File: config.mk
export PLATFORM = sky130hd
export DESIGN_NAME = lkbs_ram
export DESIGN_NICKNAME = d
export VERILOG_FILES = /design/src/hw/rtl/lkbs_ram.sv
export SDC_FILE = /design/constraint.sdc
export NUM_CORES = 1
export LEC_CHECK = 0
export BUFFER_PORTS_ARGS = -buffer_cell sky130_fd_sc_hd__buf_2
export CELL_PAD_IN_SITES_DETAIL_PLACEMENT = 1
export CELL_PAD_IN_SITES_GLOBAL_PLACEMENT = 2
export CORE_ASPECT_RATIO = 0.75
export CORE_MARGIN = 2
export CORE_UTILIZATION = 35
export CTS_CLUSTER_DIAMETER = 120
export CTS_CLUSTER_SIZE = 40
export DETAILED_ROUTE_END_ITERATION = 8
export GPL_ROUTABILITY_DRIVEN = 1
export HOLD_SLACK_MARGIN = 0.02
export PLACE_DENSITY = 0.61
export SLEW_MARGIN = 20
export SYNTH_ARGS = -nofsm -noshare
export SYNTH_HDL_FRONTEND = slang
export SYNTH_SLANG_ARGS = --single-unit
File: constraint.sdc
create_clock -name clk -period 2.6 [get_ports clk]
set_input_delay 0.39 -clock clk [delete_from_list [all_inputs] [get_ports clk]]
set_output_delay 0.39 -clock clk [all_outputs]
set_load 0.02 [all_outputs]
File: src/hw/rtl/lkbs_ram.sv
`timescale 1ns / 1ps
module lkbs_ram #(
  parameter int WIDTH = 8,
  parameter int DEPTH = 64
) (
  input  logic                     clk,
  input  logic                     we,
  input  logic [$clog2(DEPTH)-1:0] waddr,
  input  logic [WIDTH-1:0]         wdata,
  input  logic [$clog2(DEPTH)-1:0] raddr,
  output logic [WIDTH-1:0]         rdata
);

  logic [WIDTH-1:0] mem [DEPTH];
  logic [WIDTH-1:0] rdata_r;

  always_ff @(posedge clk) begin
    if (we) begin
      mem[waddr] <= wdata;
    end
    rdata_r <= mem[raddr];
  end

  assign rdata = rdata_r;

endmodule

# Word-level counts from Yosys, hierarchy flattened
# Memory sizes are Yosys's and may differ from the RTL's. A register that Yosys moved wholly into a read port is not among the register bits.
# Index checks and enable logic that the tools add are counted.
# word_totals
register_bits,0
latch_bits,0
mem_bits_rw,512
mem_bits_ro,0
output_inout_bits,8
word_cells,3
n_memories,1
# mem_list
memory,depth,word_bits,read_ports,rd_ports_with_merged_regs,wr,line,rtl
mem,64,8,1,1,1,14,logic [WIDTH-1:0] mem [DEPTH];
# classes
addsub,0
n_mul,0
div_mod_pow,0
n_lt_le_gt_ge,0
n_eq_ne,0
n_shift,0
muxes,2
bitwise,0
reduce_logical,0
# ops
cell,n
1-bit 2-to-1 mux,2

# Depth between registers and ports, before layout
# depth
word_depth,2
mapped_depth,9

# Least setup slack after synthesis
# Ideal clock, no wire load.
# synth_path
path_kind,input port to flip-flop
start,in raddr[1]
end,"reg rdata_r[3], in the netlist rdata[3] (read register of mem)"
setup_time_ns,0.128
arrival_ns,1.930
required_ns,2.472
path_slack_ns,0.542
cell_stages,7
n_path_buf,3
cell_sequence,buf_4 buf_2 buf_2 mux4_2 mux4_2 o21ai_1 o41ai_1
# synth_rtl
item,line,rtl
from (decl),10,"input logic [$clog2(DEPTH)-1:0] raddr,"
to (decl),15,logic [WIDTH-1:0] rdata_r;

==> metrics list <==
- Critical path data arrival time: 2.64 ns
- In the layout the commonest cells are 512 x edfxtp_1, 139 x buf_4, 126 x mux4_2.
- Post-CTS Setup Repair Bufs: 0
- CTS placed an instance of clkbuf_16 at the clock tree root.
- Headroom to the max-slew limit came out at 36.3%.
- Length of the first detailed-routing pass in iterations: 4
- Entering global routing, the biggest net connects 65 pins.
* Synth cell types: 40
- The final layout contains routed wiring with a total length of 50,100 um.
- Drt via density: 5.21
- DRC Markers: 0
- The detail route stage leaves a number of antenna-violating nets equal to 0.
- Type of the worst setup path: reg -> reg
- Count of port buffers added during placement: 29
* Setup-violating endpoint count in the final report: 0
- Worst r2r src: mem[29][4]
* Largest fanout of any net on the critical path: 1
- Chip Width: 281 um
- The number of hold violations in the final report came to 0.
* PostCTS Resize Cnt: 0
- Clock slew at reported path FFs: 0.14 ns
* Fmax: 457 MHz
- TritonCTS built the clock tree.
- The worst setup path is launched from a flip-flop.
* Std-Cell Rows: 76
- Type of the most critical hold path: in -> reg
* Reg-to-reg endpoint: rdata[4]
- IR analysis of the VDD net gives a maximum drop of 0.000525 V.
* Wire length of the first global-routing pass: 73,600 um
- Leakage: 7.11 nW
- Power per Cell Area: 612 nW/um2
* Minimum setup slack among reg-to-reg paths: 0.41 ns
- For the finished layout, the period the worst path requires is 2.19 ns.
* RePlAce Congestion: 0.771
* Cell area after synthesis: 20,200 um2
- From bottom edge to top edge, the die measures 212 um.
- When the netlist entered floorplanning its net count stood at 962.
* Critical hold path startpoint: wdata[6]
* Sink count of the clock tree: 520
* Final Max Slew Viols: 0
- The routed layout has 9,763 vias.
* Setup repair after global routing missed its margin: false
- Leaving out fill and tap cells, the most frequent cell in the layout is edfxtp_1.
- The repair_antennas step left the layout with diodes totalling 0.
* Overall global routing resource usage: 17.2%
- Actual transition at the worst max-transition pin: 0.955 ns
- After routing the design area is 22,700 um2.
- Across the run, the number of max-cap violations was 0.
* CP Launch Point: mem[29][4]
* IO Count: 30
- The core region is 57,100 um2.
* Final net count: 1,107
- Clock tree synthesis inserted a total of 16 buffers.
* Instance area after placement: 22,300 um2
- Remaining global-route overflow: 0
- Worst Clk Skew: 0.0246 ns
- Number of buffers added to fix hold violations after cts: 0
* Hold slack: 0.310 ns
- The initial utilization of the core area, before any placement, comes to 35.3%.
* Share of post-route cells with drive strength above 1: 30.7%
- For this run, the share of the core covered by cells in the final layout is 39.7%.
- Kind of end point of the critical path: flip-flop
- Yosys warning count: 0
- Placed Cells: 1,847
* H-Tree Depth: 1
* Post-Synthesis Cells: 940
- Number of flip-flops and latches in the synthesized netlist: 520
* Floorplan die area: 59,600 um2
* Fill cell count: 5,441
- The number of global-route vias before repair was 10,200.
* Outcome: completed
* Fin crit share: 84.2%
- Antenna violations before repair: 1
- Number of cells traversed by the worst hold path: 2
- Averaged over all synthesized cells, the footprint is 21.5 um2.
- After synthesis, flip-flops and latches occupy 77.0% of the total area.
* Worst skew pair latency: 0.58 ns
- Final total power: 13.9 mW
- For the worst setup path, the data required time is 3.05 ns.
- Measured in cells, the most critical reg-to-reg path has a length of 5.
- Detail-routed net length per standard cell: 26.8 um
* Clock Path Buffers: 3
* Non-filler instance count after layout: 1,873
- For hold timing, the worst endpoint is mem[56][6].
- The area growth from synthesis to layout is 12.6%.
- First DRT Iteration DRCs: 830
- Post-detailed-placement half-perimeter wirelength: 33,300 um
per-stage QoR:
| stage | setup TNS [ns] | setup slack (ns) |
|---|---|---|
| floorplan | 0 | 0.542 |
| global placement | -0.214 | -0.145 |
| detailed placement | -0.194 | -0.136 |
| CTS | 0 | 0.341 |
| global route | 0 | 0.367 |
| finish | 0 | 0.411 |
how the worst max path moves through the flow:
stage                    end  slack (ns)  cells after the start
floorplan           rdata[3]        0.54                      7
global placement    rdata[4]       -0.15                      7
detailed placement  rdata[4]       -0.14                      7
CTS                 rdata[4]        0.34                      5
global route        rdata[4]        0.37                      5
finish              rdata[4]        0.41                      5
cell type report:
type,count,area (um2),area share (%)
Tap cell,780,976,4.30
Multi-Input combinational cell,369,4320,19.0
Timing Repair Buffer,178,1430,6.29
Clock buffer,26,459,2.02
Sequential cell,520,15500,68.4
cell families after synthesis:
group / count (synthesis) / share of synthesized area [%]
AOI/OAI and AO/OA: 54 / 2.07
buffers and inverters: 51 / 1.57
DFF: 520 / 77.0
muxes: 162 / 15.9
and+or+nand+nor: 153 / 3.39
registers in the layout, summed over array words and instances, names as in the netlist:
| signal | flops |
|---|---|
| mem | 512 |
| rdata | 8 |
metal layers:
layer	global-route usage, %	share of wire [%]
met1	26.4	49
met2	26.8	46
met3	2.46	4.6
met4	2.32	1.1
met5	0	0
synthesized netlist by cell type:
cell       number  area (um2)
edfxtp_1      512       15400
mux4_2        126        2840
nor2_1         83         312
mux2i_1        23         230
nand2_1        19        71.3
clkbuf_1       17        63.8
nor2b_1        14        87.6
buf_4          13        97.6
mux2_2         13         146
nand3_1        13        65.1
buf_2          11        55.1
dfxtp_1         8         160
o221ai_1        8        70.1
o22ai_1         8        50.1
nand2b_1        7        43.8
nor3_1          7        35.0
a221oi_1        6        52.6
a211oi_1        4        30.0
buf_1           4        15.0
buf_6           4        45.0
a21oi_1         3        15.0
a22oi_1         3        22.5
nand3b_1        3        22.5
o2111ai_1       3        26.3
o2bb2ai_1       3        26.3
a2111oi_0       2        17.5
buf_12          2        40.0
nand4_1         2        12.5
nor4_1          2        12.5
o21a_1          2        15.0
o21ai_0         2        10.0
o21ai_1         2        10.0
o221a_2         2        22.5
o32ai_1         2        17.5
o41ai_1         2        17.5
a31oi_1         1        6.26
and2_1          1        6.26
nand4b_1        1        8.76
o311ai_1        1        8.76
or3_1           1        6.26
critical path, stage by stage, from the launching register on:
cell and delay [ns]:
edfxtp_1 0.40, mux4_2 0.48, mux2_2 0.28, o221a_2 0.30
nor3_1 0.44, o32ai_1 0.16
power breakdown:
part | internal [mW] | total, mW | switching [mW]
clock | 1.25 | 3.60 | 2.36
sequential | 9.26 | 9.30 | 0.0324
combinational | 0.404 | 0.999 | 0.595
total | 10.9 | 13.9 | 2.98
(Power assumes the default switching activity.)
