**src/hw/rtl/lkbs_pkg.sv**
```systemverilog
`timescale 1ns / 1ps
package lkbs_pkg;

  localparam int TABLE_DEPTH = 64;
  localparam int MAX_CHARS   = 32;
  localparam int SLOTS       = MAX_CHARS + 1;
  localparam int KEY_DEPTH   = TABLE_DEPTH * SLOTS;
  localparam int KEY_AW      = $clog2(KEY_DEPTH);
  localparam int ENT_AW      = $clog2(TABLE_DEPTH);
  localparam int SLOT_AW     = $clog2(SLOTS);
  localparam int CNT_W       = $clog2(TABLE_DEPTH + 1);
  localparam int DIFF_W      = 8;

  localparam logic [7:0] CHAR_SPACE = 8'h20;
  localparam logic [7:0] CHAR_LOW_A = 8'h61;
  localparam logic [7:0] CHAR_LOW_Z = 8'h7A;
  localparam logic [7:0] CASE_MASK  = 8'h5F;

  typedef enum logic [1:0] {
    CMD_KEY_CHAR  = 2'd0,
    CMD_VALUE     = 2'd1,
    CMD_QUERY     = 2'd2,
    CMD_UNUSED    = 2'd3
  } cmd_t;

  typedef enum logic [1:0] {
    CFG_ENTRY_COUNT = 2'd0,
    CFG_EXACT_MODE  = 2'd1,
    CFG_PREFIX_MODE = 2'd2,
    CFG_NONE        = 2'd3
  } cfg_idx_t;

  typedef struct packed {
    logic [1:0] cmd;
    logic [5:0] entry;
    logic [5:0] position;
    logic [7:0] char_code;
    logic [7:0] entry_value;
    logic       last;
  } in_word_t;

  typedef struct packed {
    logic       found;
    logic [7:0] match_value;
    logic [5:0] match_index;
  } out_word_t;

  typedef struct packed {
    logic [CNT_W-1:0] count;
    logic             exact;
    logic             prefix;
  } srch_req_t;

  typedef struct packed {
    logic [KEY_AW-1:0]  key_waddr;
    logic               key_we;
    logic [7:0]         key_wdata;
    logic [ENT_AW-1:0]  val_waddr;
    logic               val_we;
    logic [7:0]         val_wdata;
    logic [SLOT_AW-1:0] qry_waddr;
    logic               qry_we;
    logic [7:0]         qry_wdata;
  } mem_wr_t;

  function automatic logic [7:0] upcase(input logic [7:0] c);
    upcase = (c >= CHAR_LOW_A && c <= CHAR_LOW_Z) ? (c & CASE_MASK) : c;
  endfunction

endpackage

```
**src/hw/rtl/lkbs_front.sv**
```systemverilog
`timescale 1ns / 1ps
module lkbs_front import lkbs_pkg::*; (
  input  logic             clk,
  input  logic             rst_n,
  input  logic             in_push,
  output logic             in_full,
  input  in_word_t         in_word,
  input  logic [CNT_W-1:0] entry_count,
  input  logic             exact_mode,
  input  logic             prefix_mode,
  output mem_wr_t          wr,
  output logic             req_valid,
  input  logic             req_ready,
  output srch_req_t        req,
  input  logic             srch_done
);

  logic             busy_r, busy_nxt;
  logic             term_r, term_nxt;
  logic             req_valid_r, req_valid_nxt;
  logic [6:0]       term_pos_r, term_pos_nxt;
  srch_req_t        req_r, req_nxt;
  logic             accept;
  logic             pos_ok;
  logic [CNT_W-1:0] count_clip;

  assign in_full = busy_r;
  assign accept  = in_push && !busy_r;
  assign pos_ok  = 32'(in_word.position) < SLOTS;
  assign count_clip = (32'(entry_count) > TABLE_DEPTH) ? CNT_W'(TABLE_DEPTH) : entry_count;

  always_comb begin
    wr = '0;
    wr.key_waddr = KEY_AW'(KEY_AW'(in_word.entry) * KEY_AW'(SLOTS) + KEY_AW'(in_word.position));
    wr.key_wdata = in_word.char_code;
    wr.val_waddr = ENT_AW'(in_word.entry);
    wr.val_wdata = in_word.entry_value;
    wr.qry_waddr = SLOT_AW'(in_word.position);
    wr.qry_wdata = in_word.char_code;
    busy_nxt      = busy_r;
    term_nxt      = term_r;
    term_pos_nxt  = term_pos_r;
    req_valid_nxt = req_valid_r;
    req_nxt       = req_r;
    if (accept) begin
      case (in_word.cmd)
        CMD_KEY_CHAR: wr.key_we = pos_ok;
        CMD_VALUE:    wr.val_we = 1'b1;
        CMD_QUERY: begin
          wr.qry_we = pos_ok;
          if (in_word.last) begin
            busy_nxt     = 1'b1;
            term_nxt     = 1'b1;
            term_pos_nxt = 7'(in_word.position) + 7'd1;
          end
        end
        default: ;
      endcase
    end
    if (term_r) begin
      // store the terminator, then hand the search over
      wr.qry_waddr  = SLOT_AW'(term_pos_r);
      wr.qry_wdata  = '0;
      wr.qry_we     = 32'(term_pos_r) < SLOTS;
      term_nxt      = 1'b0;
      req_valid_nxt = 1'b1;
      req_nxt       = '{count: count_clip, exact: exact_mode, prefix: prefix_mode};
    end
    if (req_valid_r && req_ready) begin
      req_valid_nxt = 1'b0;
    end
    if (srch_done) begin
      busy_nxt = 1'b0;
    end
  end

  always_ff @(posedge clk) begin
    if (!rst_n) begin
      busy_r      <= 1'b0;
      term_r      <= 1'b0;
      req_valid_r <= 1'b0;
    end else begin
      busy_r      <= busy_nxt;
      term_r      <= term_nxt;
      req_valid_r <= req_valid_nxt;
    end
    term_pos_r <= term_pos_nxt;
    req_r      <= req_nxt;
  end

  assign req_valid = req_valid_r;
  assign req       = req_r;

endmodule

```
**config.mk**
```make
export PLATFORM = sky130hd
export DESIGN_NAME = lkbs_front
export DESIGN_NICKNAME = d
export VERILOG_FILES = /design/src/hw/rtl/lkbs_pkg.sv /design/src/hw/rtl/lkbs_front.sv
export SDC_FILE = /design/constraint.sdc
export NUM_CORES = 1
export LEC_CHECK = 0
export BUFFER_PORTS_ARGS = -buffer_cell sky130_fd_sc_hd__buf_2
export CELL_PAD_IN_SITES_DETAIL_PLACEMENT = 2
export CELL_PAD_IN_SITES_GLOBAL_PLACEMENT = 2
export CORE_UTILIZATION = 22
export CTS_BUF_LIST = sky130_fd_sc_hd__clkbuf_16
export DETAILED_ROUTE_END_ITERATION = 16
export PLACE_DENSITY_LB_ADDON = 0.1
export REMOVE_ABC_BUFFERS = 1
export SLEW_MARGIN = 20
export SYNTH_ARGS = -nofsm -noshare
export SYNTH_HDL_FRONTEND = slang
export SYNTH_SLANG_ARGS = --single-unit
```
**constraint.sdc**
```tcl
create_clock -name clk -period 2.3 [get_ports clk]
set_input_delay 0.115 -clock clk [delete_from_list [all_inputs] [get_ports clk]]
set_output_delay 0.115 -clock clk [all_outputs]
set_load 0.05 [all_outputs]
```
* Word-level counts from Yosys, hierarchy flattened
Cells that the tools add are included.
** Storage, ports and cells
- Flip-flop bits (word level) :: 19
- Bits in latches :: 0
- Bits in writable memories :: 0
- ROM bits :: 0
- Output and inout port bits :: 62
- Memories :: 0
** Cells by class
- Add/subtract/negate cells :: 2
- $mul :: 1
- Divide/modulo/power cells :: 0
- $lt $le $gt $ge :: 3
- Equality and inequality tests :: 2
- Shifts and indexed selects :: 0
- Mux-type cells :: 8
- Bitwise logic cells :: 3
- Reductions and logical operators :: 8
** Operators by type and width (number)
- 2-to-1 mux 15 bit :: 1
- adder 12 x 6 -> 12 bit :: 1
- multiplier 6 x 6 -> 12 bit, second input constant :: 1
- adder 6 x 1 -> 7 bit, second input constant :: 1
- greater-than comparator 7 bit, second input constant :: 1
- < comparator 7 x 6 -> 1 bit, second input constant :: 1
- 2-to-1 mux 1 bit :: 7
- < comparator 6 bit, second input constant :: 1
- OR reduction 2 bit :: 2
- OR reduction 4 bit :: 1
- inverter 1 bit :: 3
- AND reduction 3 bit :: 1
- equality test 2 x 1 -> 1 bit, second input constant :: 1
- equality test 2 bit, second input constant :: 1
- logical AND 1 bit :: 2
- logical NOT 2 bit :: 1
- logical NOT 1 bit :: 1

* Logic depth before layout (Yosys ltp)
- Depth in word-level cells :: 4
- Mapped depth :: 9

* Worst setup path before layout
OpenSTA, ideal clock, no wires.
- Path type :: input to output
- Start point :: input in_word[18] (netlist name)
- End point :: output wr[46] (netlist name)
- Data arrival time :: 2.363 ns
- Slack :: -0.178 ns
- Stages on the path :: 9
- Buffers on the path :: 0
- Path through :: ha_1 -> ha_1 -> inv_1 -> fa_1 -> nor2b_4 -> o31a_1 -> o21a_1 -> nor2_2 -> xnor2_1
** RTL lines
- start: declaration :: RTL line lkbs_front.sv:7 : input in_word_t in_word,
- end: declaration :: RTL line lkbs_front.sv:11 : output mem_wr_t wr,

==> run metrics <==
maximum fanout count along the critical path 3; asr flop ratio synth 0%; vias 1355; predominant post-synthesis flop cell sky130_fd_sc_hd__edfxtp_1; first-pass GRT wire length 7420 um; final period utilization 95.1%; number of hold-repair buffers added at the cts stage 0; most repeated cell in the gate-level netlist after synthesis sky130_fd_sc_hd__buf_4; share of post-route cells with drive strength above 1 between 50% and 60%; aggregate routed wire length between 4000 and 5000 um; buffer depth of the longest clock path 2; Core Box Area 6790 um^2; Routed wire per std cell 14.2 um; filler cell count 782; Worst setup SP type input pin; fraction of post-synthesis cell area in the top cell type by area 31.1%; y dimension of the die 85.7 um; YS warnings 0; number of buffers added on ports 90; post-route worst setup slack 0.112 ns; chip width approximately 86 um; total area of sequential cells 541 um^2; remaining routing DRC violations 0; transition time at the pin with the least slew margin between 0.6 and 0.7 ns; CTS Root Buffer Type sky130_fd_sc_hd__clkbuf_16; data arrival time of the worst path about 2.1 ns; 1st-iter DRT viols 30; headroom to the max-slew limit 57.5%; final layout net count between 200 and 300; status complete, no violations; gate count after technology mapping 150; Tot GR Track Use 13.0%; final global-route overflow total 0; Ant. Diodes 0; highest attainable clock frequency 457 MHz; post-layout min period about 2.2 ns; Peak supply drop 0.202 mV; syn_area_per_cell 10.3 um^2; number of clock sinks 19; number of H-tree levels 1; leakage power of the design 1.02 nW; Final Skew ~0.0037 ns; number of enable flip-flop cells after synthesis 16; via density per instance 4.14; starting density of the core 22.7%; worst-skew pair later-pin latency around 0.25 ns; proportion of synthesized chip area in sequential cells 35.0%; pre-CTS setup slack -0.0144 ns; unrepaired setup endpoints after global routing true; gpl congestion 0.774; TritonCTS Buffers 3; final setup violating endpoints 0; drt pass-1 iters 4; maximum capacitance violations 0; final-report max-slew violation count 0; maximum number of pins on one net before global-route repair 18; HPWL after detailed placement roughly 4000 um; die footprint 7350 um^2; post-CTS clock slew at the launch and capture registers of the worst setup and hold paths around 0.05 ns; path type of the worst setup path input pin to output port; vias in the first global route between 1k and 1.5k; top cell type by total area after synthesis sky130_fd_sc_hd__edfxtp_1; overall power of the completed layout 0.00132 W; category of the worst setup path capture point output port; CTS tree built; number of antenna violations at the first check in global routing 0; Area growth syn-to-layout 38.4%; class of the most critical hold timing path input pin to flip-flop; Data required, critical path 2.18 ns; post-synth cell types 40; Power Dens Cells 618 nW/um^2; number of hold violations in the final report 0; I/O pin cnt 107; multi-input combinational cell area 818 um^2; number of nets with antenna violations after routing 0; standard-cell rows 30; post-synthesis instance area 1540 um^2; number of flip-flops and latches in the synthesized netlist 19; WHS 0.0226 ns; dominant cells by area after synthesis sky130_fd_sc_hd__edfxtp_1 31%, sky130_fd_sc_hd__ha_1 15%, sky130_fd_sc_hd__buf_4 11%; ranking of synthesized cells by instance count 22 x sky130_fd_sc_hd__buf_4, 18 x sky130_fd_sc_hd__ha_1, 16 x sky130_fd_sc_hd__edfxtp_1, 14 x sky130_fd_sc_hd__nor2b_1, 9 x sky130_fd_sc_hd__xnor2_1
final cells by class:
class,instances,area share (%)
Inverter,7,1.23
Sequential cell,19,25.3
Clock inverter,1,0.176
Timing Repair Buffer,102,25.8
Clock buffer,3,3.52
Tap cell,96,5.63
Multi-Input combinational cell,99,38.3
worst paths after layout:
path	start	end	slack (ns)	depth (start not counted)
max	in_word[18]	wr[50]	0.11	11
min	srch_done	in_full	0.02	2
max reg2reg	in_full	term_pos_r[2]	0.75	3
min reg2reg	in_full	in_full	0.53	2
sequential cells by signal, indices dropped and copies added (netlist names):
register    cells
in_full         1
req             9
req_valid       1
term_pos_r      7
term_r          1
routing by layer:
layer / up-vias / routed length [um] / global-route usage (%)
met3: 2 / 216 / 3.27
met1: 628 / 2060 / 16.5
met2: 56 / 2350 / 22.9
met4: 0 / 10 / 1.82
met5: - / 0 / 0
li1: 669 / - / -
kinds of logic after synthesis:
family / share of synthesized area (%)
AO/OA/AOI/OAI: 9.73
buffers and inverters: 13.1
adder cells (fa/ha/maj): 15.9
AND/OR/NAND/NOR: 17.0
XOR/XNOR: 6.25
flip-flops: 35.0
multiplexers: 2.92
per-stage QoR:
stage | TNS [ns] | cells | cell area (um^2) | util [%]
after CTS | 0 | 327 | 2110 | 31.1
after global placement | 0 | 323 | 2030 | 29.8
after floorplan | -0.558 | 125 | 1370 | -
after global routing | -0.00604 | 327 | 2130 | 31.4
after detailed placement | -0.0285 | 323 | 2030 | 29.8
final | 0 | 327 | 2130 | 31.4
layout by cell type (no fill, tap or decap), drive strengths merged, types with 2 or more instances in the layout:
master and count:
buf 101, nand3 3, nor2b 15, nand2b 2, xor2 2, o21ai 6
nor3b 3, xnor2 9, and3 3, a21oi 5, edfxtp 16, nand2 7
nor2 3, ha 18, mux2 4, dfxtp 3, o21a 2, inv 8
clkbuf 4
where the power goes:
part / internal, W / total (W) / switching (W)
sequential: 0.000380 / 0.000383 / 0.00000346
combinational: 0.000180 / 0.000584 / 0.000404
clock: 0.000231 / 0.000352 / 0.000121
total: 0.000791 / 0.00132 / 0.000528
critical path: stages:
cell and delay (ns):
sky130_fd_sc_hd__buf_2 0.12, sky130_fd_sc_hd__ha_1 0.29, sky130_fd_sc_hd__ha_1 0.21, sky130_fd_sc_hd__inv_1 0.08, sky130_fd_sc_hd__fa_2 0.23, sky130_fd_sc_hd__nor2b_4 0.05
sky130_fd_sc_hd__o31a_1 0.31, sky130_fd_sc_hd__o2111ai_2 0.21, sky130_fd_sc_hd__nand2_2 0.09, sky130_fd_sc_hd__and3_1 0.19, sky130_fd_sc_hd__buf_4 0.18
timing repair:
action,CTS,global route
setup endpoints to repair,3,5
setup buffers,0,0
pin swaps,0,5
resized for setup,3,4
cloned,0,0
Power figures use the tool's default switching activity.
