==> src/hw/rtl/lkbs_pkg.sv <==
`timescale 1ns / 1ps
package lkbs_pkg;

  localparam int TABLE_DEPTH = 64;
  localparam int MAX_CHARS   = 32;
  localparam int SLOTS       = MAX_CHARS + 1;
  localparam int KEY_DEPTH   = TABLE_DEPTH * SLOTS;
  localparam int KEY_AW      = $clog2(KEY_DEPTH);
  localparam int ENT_AW      = $clog2(TABLE_DEPTH);
  localparam int SLOT_AW     = $clog2(SLOTS);
  localparam int CNT_W       = $clog2(TABLE_DEPTH + 1);
  localparam int DIFF_W      = 8;

  localparam logic [7:0] CHAR_SPACE = 8'h20;
  localparam logic [7:0] CHAR_LOW_A = 8'h61;
  localparam logic [7:0] CHAR_LOW_Z = 8'h7A;
  localparam logic [7:0] CASE_MASK  = 8'h5F;

  typedef enum logic [1:0] {
    CMD_KEY_CHAR  = 2'd0,
    CMD_VALUE     = 2'd1,
    CMD_QUERY     = 2'd2,
    CMD_UNUSED    = 2'd3
  } cmd_t;

  typedef enum logic [1:0] {
    CFG_ENTRY_COUNT = 2'd0,
    CFG_EXACT_MODE  = 2'd1,
    CFG_PREFIX_MODE = 2'd2,
    CFG_NONE        = 2'd3
  } cfg_idx_t;

  typedef struct packed {
    logic [1:0] cmd;
    logic [5:0] entry;
    logic [5:0] position;
    logic [7:0] char_code;
    logic [7:0] entry_value;
    logic       last;
  } in_word_t;

  typedef struct packed {
    logic       found;
    logic [7:0] match_value;
    logic [5:0] match_index;
  } out_word_t;

  typedef struct packed {
    logic [CNT_W-1:0] count;
    logic             exact;
    logic             prefix;
  } srch_req_t;

  typedef struct packed {
    logic [KEY_AW-1:0]  key_waddr;
    logic               key_we;
    logic [7:0]         key_wdata;
    logic [ENT_AW-1:0]  val_waddr;
    logic               val_we;
    logic [7:0]         val_wdata;
    logic [SLOT_AW-1:0] qry_waddr;
    logic               qry_we;
    logic [7:0]         qry_wdata;
  } mem_wr_t;

  function automatic logic [7:0] upcase(input logic [7:0] c);
    upcase = (c >= CHAR_LOW_A && c <= CHAR_LOW_Z) ? (c & CASE_MASK) : c;
  endfunction

endpackage

==> src/hw/rtl/lkbs_back.sv <==
`timescale 1ns / 1ps
module lkbs_back import lkbs_pkg::*; (
  input  logic               clk,
  input  logic               rst_n,
  input  logic               req_valid,
  output logic               req_ready,
  input  srch_req_t          req,
  output logic               srch_done,
  output logic [KEY_AW-1:0]  key_raddr,
  input  logic [7:0]         key_rdata,
  output logic [SLOT_AW-1:0] qry_raddr,
  input  logic [7:0]         qry_rdata,
  output logic [ENT_AW-1:0]  val_raddr,
  input  logic [7:0]         val_rdata,
  output logic               out_empty,
  input  logic               out_pop,
  output out_word_t          out_word
);

  typedef enum logic [8:0] {
    S_IDLE   = 9'b000000001,
    S_PROBE  = 9'b000000010,
    S_LEN_RD = 9'b000000100,
    S_LEN_EV = 9'b000001000,
    S_CMP_RD = 9'b000010000,
    S_CMP_EV = 9'b000100000,
    S_VAL_RD = 9'b001000000,
    S_VAL_EV = 9'b010000000,
    S_DONE   = 9'b100000000
  } state_t;

  state_t              state_r, state_nxt;
  logic [CNT_W-1:0]    low_r, low_nxt;
  logic [CNT_W-1:0]    hi1_r, hi1_nxt;
  logic [ENT_AW-1:0]   mid_r, mid_nxt;
  logic [KEY_AW-1:0]   base_r, base_nxt;
  logic [SLOT_AW-1:0]  si_r, si_nxt;
  logic [SLOT_AW-1:0]  ti_r, ti_nxt;
  logic [SLOT_AW-1:0]  left_r, left_nxt;
  logic [DIFF_W-1:0]   diff_r, diff_nxt;
  logic                exact_r, exact_nxt;
  logic                prefix_r, prefix_nxt;
  out_word_t           pend_r, pend_nxt;
  out_word_t           res_r, res_nxt;
  logic                res_valid_r, res_valid_nxt;
  logic [CNT_W:0]      mid_sum;
  logic [7:0]          s, t, cs, ct;
  logic                res_go, res_neg, res_pos;

  assign mid_sum = (CNT_W+1)'(low_r) + (CNT_W+1)'(hi1_r) - (CNT_W+1)'(1);
  assign s  = (32'(si_r) < SLOTS) ? qry_rdata : 8'd0;
  assign t  = (32'(ti_r) < SLOTS) ? key_rdata : 8'd0;
  assign cs = upcase(s);
  assign ct = upcase(t);

  assign req_ready = (state_r == S_IDLE);
  assign srch_done = (state_r == S_DONE) && (!res_valid_r || out_pop);
  assign qry_raddr = si_r;
  assign val_raddr = mid_r;
  assign key_raddr = base_r + KEY_AW'(state_r == S_LEN_RD ? left_r : ti_r);

  always_comb begin
    state_nxt     = state_r;
    low_nxt       = low_r;
    hi1_nxt       = hi1_r;
    mid_nxt       = mid_r;
    base_nxt      = base_r;
    si_nxt        = si_r;
    ti_nxt        = ti_r;
    left_nxt      = left_r;
    diff_nxt      = diff_r;
    exact_nxt     = exact_r;
    prefix_nxt    = prefix_r;
    pend_nxt      = pend_r;
    res_nxt       = res_r;
    res_valid_nxt = res_valid_r;
    res_go        = 1'b0;
    res_neg       = 1'b0;
    res_pos       = 1'b0;
    if (res_valid_r && out_pop) begin
      res_valid_nxt = 1'b0;
    end
    case (state_r)
      S_IDLE: begin
        if (req_valid) begin
          low_nxt    = '0;
          hi1_nxt    = req.count;
          exact_nxt  = req.exact;
          prefix_nxt = req.prefix;
          state_nxt  = S_PROBE;
        end
      end
      S_PROBE: begin
        if (low_r < hi1_r) begin
          mid_nxt   = ENT_AW'(mid_sum >> 1);
          base_nxt  = KEY_AW'(KEY_AW'(ENT_AW'(mid_sum >> 1)) * KEY_AW'(SLOTS));
          si_nxt    = '0;
          ti_nxt    = '0;
          diff_nxt  = '0;
          left_nxt  = prefix_r ? '0 : SLOT_AW'(MAX_CHARS);
          state_nxt = prefix_r ? S_LEN_RD : S_CMP_RD;
        end else begin
          pend_nxt  = '0;
          state_nxt = S_DONE;
        end
      end
      S_LEN_RD: begin
        // length scan: left_r counts keyword characters
        state_nxt = (32'(left_r) == SLOTS) ? S_CMP_RD : S_LEN_EV;
      end
      S_LEN_EV: begin
        if (key_rdata == 8'd0) begin
          state_nxt = S_CMP_RD;
        end else begin
          left_nxt  = left_r + SLOT_AW'(1);
          state_nxt = S_LEN_RD;
        end
      end
      S_CMP_RD: begin
        if (left_r == '0) begin
          res_go  = 1'b1;
          res_pos = diff_r != '0;
        end else begin
          state_nxt = S_CMP_EV;
        end
      end
      S_CMP_EV: begin
        state_nxt = S_CMP_RD;
        if (s == t) begin
          if (s == 8'd0) begin
            res_go  = 1'b1;
            res_pos = diff_r != '0;
          end else begin
            si_nxt   = si_r + SLOT_AW'(1);
            ti_nxt   = ti_r + SLOT_AW'(1);
            left_nxt = left_r - SLOT_AW'(1);
          end
        end else begin
          diff_nxt = diff_r + DIFF_W'(exact_r);
          // blanks are skipped without spending the limit
          if (s == CHAR_SPACE) begin
            si_nxt = si_r + SLOT_AW'(1);
          end else if (t == CHAR_SPACE) begin
            ti_nxt = ti_r + SLOT_AW'(1);
          end else if (cs == ct) begin
            si_nxt   = si_r + SLOT_AW'(1);
            ti_nxt   = ti_r + SLOT_AW'(1);
            left_nxt = left_r - SLOT_AW'(1);
          end else begin
            res_go  = 1'b1;
            res_neg = cs < ct;
            res_pos = cs > ct;
          end
        end
      end
      S_VAL_RD: state_nxt = S_VAL_EV;
      S_VAL_EV: begin
        pend_nxt  = '{found: 1'b1, match_value: val_rdata, match_index: 6'(mid_r)};
        state_nxt = S_DONE;
      end
      S_DONE: begin
        if (!res_valid_r || out_pop) begin
          res_nxt       = pend_r;
          res_valid_nxt = 1'b1;
          state_nxt     = S_IDLE;
        end
      end
      default: state_nxt = S_IDLE;
    endcase
    if (res_go) begin
      if (res_neg) begin
        hi1_nxt   = CNT_W'(mid_r);
        state_nxt = S_PROBE;
      end else if (res_pos) begin
        low_nxt   = CNT_W'(mid_r) + CNT_W'(1);
        state_nxt = S_PROBE;
      end else begin
        state_nxt = S_VAL_RD;
      end
    end
  end

  always_ff @(posedge clk) begin
    if (!rst_n) begin
      state_r     <= S_IDLE;
      res_valid_r <= 1'b0;
    end else begin
      state_r     <= state_nxt;
      res_valid_r <= res_valid_nxt;
    end
    low_r    <= low_nxt;
    hi1_r    <= hi1_nxt;
    mid_r    <= mid_nxt;
    base_r   <= base_nxt;
    si_r     <= si_nxt;
    ti_r     <= ti_nxt;
    left_r   <= left_nxt;
    diff_r   <= diff_nxt;
    exact_r  <= exact_nxt;
    prefix_r <= prefix_nxt;
    pend_r   <= pend_nxt;
    res_r    <= res_nxt;
  end

  assign out_empty = !res_valid_r;
  assign out_word  = res_r;

endmodule

==> config.mk <==
export PLATFORM = sky130hd
export DESIGN_NAME = lkbs_back
export DESIGN_NICKNAME = d
export VERILOG_FILES = /design/src/hw/rtl/lkbs_pkg.sv /design/src/hw/rtl/lkbs_back.sv
export SDC_FILE = /design/constraint.sdc
export NUM_CORES = 1
export LEC_CHECK = 0
export BUFFER_PORTS_ARGS = -buffer_cell sky130_fd_sc_hd__buf_2
export CORE_MARGIN = 2
export CORE_UTILIZATION = 39
export DETAILED_ROUTE_END_ITERATION = 12
export PLACE_DENSITY = 0.62
export REMOVE_ABC_BUFFERS = 1
export SETUP_SLACK_MARGIN = 0.1
export SYNTH_ARGS = -nofsm -noshare
export SYNTH_HDL_FRONTEND = slang
export SYNTH_SLANG_ARGS = --single-unit
==> constraint.sdc <==
create_clock -name clk -period 4.97 [get_ports clk]
set_input_delay 0.2485 -clock clk [delete_from_list [all_inputs] [get_ports clk]]
set_output_delay 0.2485 -clock clk [all_outputs]
set_load 0.02 [all_outputs]
# Yosys cells after proc, flatten, opt, wreduce, memory -nomap -nowiden
# Cells that the tools add are included.
[totals]
register_bits = 100
latchBits = 0
n_memories = 0
elab_cells = 161
romBits = 0
ram_bits = 0
in_bits = 37
[op_classes]
muxes = 74
n_reduce_logical = 22
addsub = 9
n_shift = 0
n_eq_ne = 28
bitwise_logic = 0
div = 0
mul = 1
n_lt_le_gt_ge = 9
[op_table]
columns = ["op", "n"]
rows = [
  ["$mux W6", 20],
  ["$pmux W9 S9", 1],
  ["$mux W7", 11],
  ["$mux W8", 6],
  ["$mux W9", 5],
  ["$pmux W15 S2", 1],
  ["$pmux W6 S2", 2],
  ["$mux W1", 20],
  ["$add A6 B1 Y6 const B", 3],
  ["$pmux W6 S3", 1],
  ["$eq A8 B6 Y1 const B", 2],
  ["$eq A8 B8 Y1", 2],
  ["$ge A8 B7 Y1 const B", 2],
  ["$le A8 B7 Y1 const B", 2],
  ["$logic_not A8 Y1", 2],
  ["$pmux W8 S2", 1],
  ["$mux W15", 1],
  ["$mux W5", 3],
  ["$ne A3 B3 Y1 const B", 5],
  ["$add A12 B6 Y12", 1],
  ["$lt A6 B6 Y1 const B", 2],
  ["$mul A6 B6 Y12 const B", 1],
  ["$ne A4 B4 Y1 const B", 3],
  ["$reduce_and A5 Y1", 2],
  ["31 further kinds", 44],
]

# Longest topological paths before layout
[depth]
ltp_word = 14
depth_mapped = 17
ltp_nobuf = 15

# Worst setup path after synthesis
# Ideal clock, no wire load.
[synth_timing]
kind = "register to register"
startpoint = "reg si_r[0], in the netlist qry_raddr[0]"
endpoint = "reg left_r[0] (enable)"
arrival_time_ns = 3.370
stages_incl_launch_ff = 15
slack_ns = 1.219
setup_ns = 0.381
synth_period_minus_slack_ns = 3.751
required_ns = 4.589
cell_sequence = "edfxtp_1 > inv_1 > ha_1 > or4b_4 > nand2_1 > clkbuf_1 > nand2_1 > ha_1 > nand4_1 > or2_2 > o22ai_1 > and2_4 > a31o_2 > a21oi_1 > a221oi_1"
[synth_between]
elab_chain_cells = 8
word_cells_on_any_way = 15
classes_between = "order compare: 3; eq/ne: 7; mux: 2; reduce/logical: 3"
[synth_rtl]
columns = ["item", "line", "text"]
rows = [
  ["start: declaration", "lkbs_back.sv:37", "logic [SLOT_AW-1:0] si_r, si_nxt;"],
  ["start signal: assignment", "lkbs_back.sv:195", "si_r <= si_nxt;"],
  ["$lt A6 B6 Y1 *", "lkbs_back.sv:51", "assign s = (32'(si_r) < SLOTS) ? qry_rdata : 8'd0;"],
  ["$mux W8 *", "lkbs_back.sv:51", ""],
  ["$ge A8 B7 Y1 / $le A8 B7 Y1 (equally long branches)", "lkbs_pkg.sv:67", "upcase = (c >= CHAR_LOW_A && c <= CHAR_LOW_Z) ? (c & CASE_MASK) : c;"],
  ["$logic_and A1 B1 Y1", "lkbs_pkg.sv:67", ""],
  ["$mux W8", "lkbs_pkg.sv:67", ""],
  ["$eq A8 B8 Y1", "lkbs_back.sv:145", "end else if (cs == ct) begin"],
  ["$ne A3 B3 Y1 (no line)", "--", ""],
  ["$reduce_and A7 Y1 (no line) *", "--", ""],
  ["end signal: assignment", "lkbs_back.sv:197", "left_r <= left_nxt;"],
  ["end: declaration", "lkbs_back.sv:39", "logic [SLOT_AW-1:0] left_r, left_nxt;"],
]
# Mark *: on every way between the ends. The rest lies on a longest branch, timed or not.
# A chain may end at the register's enable or synchronous reset.

# Worst setup path after layout
[layout_timing]
startpoint = "reg state_r[4]"
endpoint = "out key_raddr[7]"
[layout_between]
elab_chain_cells = 3
[layout_rtl]
columns = ["item", "line", "text"]
rows = [
  ["start: declaration", "lkbs_back.sv:32", "state_t state_r, state_nxt;"],
  ["start signal: assignment", "lkbs_back.sv:188", "state_r <= state_nxt;"],
  ["$eq A9 B3 Y1", "lkbs_back.sv:60", "assign key_raddr = base_r + KEY_AW'(state_r == S_LEN_RD ? left_r : ti_r);"],
  ["$mux W6", "lkbs_back.sv:60", ""],
  ["$add A12 B6 Y12", "lkbs_back.sv:60", ""],
  ["end: declaration", "lkbs_back.sv:9", "output logic [KEY_AW-1:0] key_raddr,"],
]
# Every way passes these cells.

==> summary.txt <==
Run status
  – Status: completed

Setup path
  – Reg2reg end: left_r[5]
  – CP Capture Type: output pin
  – FF-to-FF setup slack: 0.95 ns
  – FF-to-FF Start: ti_r[0]
  – CP Launch Type: flop
  – Worst path required time: 4.72 ns
  – Critical Path AT: 3.90 ns
  – R2R depth: 14
  – CP Class: reg -> out
  – Crit Path Max Fanout: 10

Synth
  – Post-synthesis cell area: 5600 um^2
  – Synth area leader: edfxtp_1
  – Yosys top cell area share: 0.381
  – Synth Instances: 525
  – Commonest cells in the synthesized netlist: edfxtp_1, ha_1, nor2_1, inv_1, nand2_1
  – Top area cells in the synthesized netlist: edfxtp_1, ha_1, dfxtp_1, xor2_1, and2_1
  – Synth Register Bits: 95
  – Fraction of registers with async set/reset: 0
  – Post-Syn Area per Cell: 10.7 um^2
  – Post-synth top flop: edfxtp_1
  – Netlist cell types: 62
  – Sequential share of the synthesized area: 0.466
  – Yosys Warn Count: 0
  – Post-synth EDFFs: 71
  – Most frequent cell after synthesis: edfxtp_1

Global route
  – First-pass GRT wire length: 19,500 um
  – GR Util met1: 0.209
  – Met2 usage in global routing: 0.280
  – Initial antenna violation count: 0
  – Largest net degree at the start of global routing: 24
  – Total gr overflow: 0
  – GRT met3 Usage: 0.0270
  – Vias in the first global route: 4,037
  – Gr usage total: 0.165
  – Top Usage Layer GRT: met2

Detailed routing
  – Starting DRC count in detailed routing: 241
  – Residual DRC count: 0
  – DR vias/cell: 5.08
  – Total Routed Length: 11,900 um
  – Routed vias: 4,026
  – Antenna viol nets, final: 0
  – WL per Instance: 15.0 um
  – First-pass DRT Iterations: 5

Floorplan
  – Core area: 13,900 um^2
  – # rows: 43
  – Die width: 124 um
  – IO Count: 79
  – Initial core utilization: 0.402
  – Die Height: 124 um
  – Die Area: 15,300 um^2

Final layout
  – Area grow syn2layout: 15.6%
  – NumNets Final: 692
  – Layout cells sized above 1: 0.217
  – Post-route insts no fill: 792
  – Fill cells: 1,291
  – Antenna cells: 0
  – Post-layout util: 0.465

Power and ir drop
  – Net Switching: 0.967 mW
  – Cell Int Power: 1.81 mW
  – Clk pwr share: 0.247
  – Sequential power share: 0.399
  – Leak pwr: 2.76 nW
  – Logic pwr share: 0.354
  – Power per Cell Area: 429 nW/um^2
  – Peak supply drop: 0.000311 V
  – Switching part of the total power: 0.348

Clock tree
  – Postcts setup bufs: 0
  – CTS tree: done
  – Root buf cell: clkbuf_16
  – CTS Hold Bufs: 0
  – TritonCTS Buffers: 9
  – Sink Count: 95
  – CTS resizes: 0
  – Clock Path Buffers: 2
  – Clock Latency Late Sink: 0.34 ns
  – H-tree levels: 3
  – Clock-pin slew on the worst setup and hold paths: 0.07 ns

Hold path
  – Hold Crit Start: req[1]
  – Worst min path class: in -> reg
  – Worst Hold Path Cells: 1
  – Hold path endpoint: exact_r

Timing
  – Finish-stage setup viols: 0
  – F_max: 241 MHz
  – Slew Limit Fails: 0
  – Skew final: 0.0103 ns
  – RSZ-0062 raised after global routing: no
  – Setup TNS: 0 ns
  – Crit path time final: 4.15 ns
  – Slew @ Worst Pin: 0.937 ns
  – Tcrit/Tclk final: 0.835
  – Hold Fails Final Rpt: 0
  – Slew margin rel.: 0.375

Place
  – Hpwl dp: 8950 um
  – Port Buffers: 78
  – RD Place Congestion: 0.903
  – Placed cell count: 776

Run
  – Max Cap Viol: 0
## cell type report
cell class	instances	area (um^2)	area share
Sequential cell	95	2610	0.403
Timing Repair Buffer	82	420	0.0649
Clock inverter	6	56.3	0.00870
Tap cell	180	225	0.0348
Multi-Input combinational cell	379	2770	0.428
Inverter	40	150	0.0232
Clock buffer	10	239	0.0369
## per-stage QoR
stage | cell area (um^2) | power, mW | hold slack, ns | setup slack, ns
after detailed placement | 6180 | 2.11 | 0.405 | 0.908
after global routing | 6470 | 2.97 | 0.0668 | 0.527
after CTS | 6470 | 2.81 | 0.0637 | 0.778
after global placement | 6180 | 2.07 | 0.401 | 1.06
after floorplan | 5530 | 1.83 | 0.347 | 1.32
final | 6470 | 2.78 | 0.0790 | 0.822
## placed cells by master, fill, tap and decap left out, drive strengths merged, types with 6 or more instances in the layout
cell type / n
a21o: 10
a21oi: 27
and2: 29
and3: 6
buf: 82
clkbuf: 10
dfxtp: 24
edfxtp: 71
ha: 45
inv: 44
mux2: 12
mux2i: 6
nand2: 38
nand2b: 7
nand3: 22
nor2: 44
nor3: 6
nor3b: 7
nor4: 8
o21ai: 15
or2: 7
xnor2: 19
xor2: 23
## worst max-delay path, stage by stage, from the launching register on
cell and delay, ns:
dfxtp_1 0.36, nor3_1 0.37, and2_1 0.23, nand4b_1 0.44, o21ai_0 0.48, ha_1 0.31
a21o_1 0.18, a21oi_1 0.21, o21bai_1 0.09, a21o_1 0.20, a21oi_1 0.23, nand2b_1 0.15
xnor2_1 0.12, buf_2 0.18
## power by group through the flow
stage / logic (mW) / clock network [mW] / registers [mW]
final: 0.983 / 0.687 / 1.11
after global routing: 1.12 / 0.731 / 1.12
after CTS: 0.996 / 0.703 / 1.11
after detailed placement: 0.984 / 0 / 1.12
after global placement: 0.951 / 0 / 1.12
after floorplan: 0.713 / 0 / 1.11
## per-layer routing
metal / wire [um] / part of all wire
met3: 456 / 0.038
met1: 5540 / 0.47
met2: 5760 / 0.48
met5: 0 / 0
met4: 136 / 0.011
## how the worst max path moves through the flow
stage / startpoint / endpoint / slack [ns]
floorplan: qry_raddr[0] / left_r[0] / 1.32
global placement: ti_r[0] / left_r[3] / 1.06
detailed placement: ti_r[0] / left_r[3] / 0.91
CTS: state_r[4] / key_raddr[7] / 0.78
global route: state_r[4] / key_raddr[9] / 0.53
finish: state_r[4] / key_raddr[7] / 0.82
## flip-flops by register name (all words and copies together) (netlist names)
name,count
base_r,7
diff_r,8
exact_r,1
hi1_r,7
left_r,6
low_r,7
out_word,15
pend_r,15
prefix_r,1
qry_raddr,6
res_valid_r,1
state_r,9
ti_r,6
val_raddr,6
## logic make-up after synthesis
kind of cell             count (synthesis)  synth area share
AND/OR/NAND/NOR                        197             0.193
buffers and inverters                   51            0.0391
flip-flops                              95             0.466
XOR/XNOR                                42            0.0657
adder cells (fa/ha/maj)                 48             0.111
multiplexers                            18            0.0395
AO/OA/AOI/OAI                           74            0.0851
No activity file was read; power rests on OpenSTA's default activity.
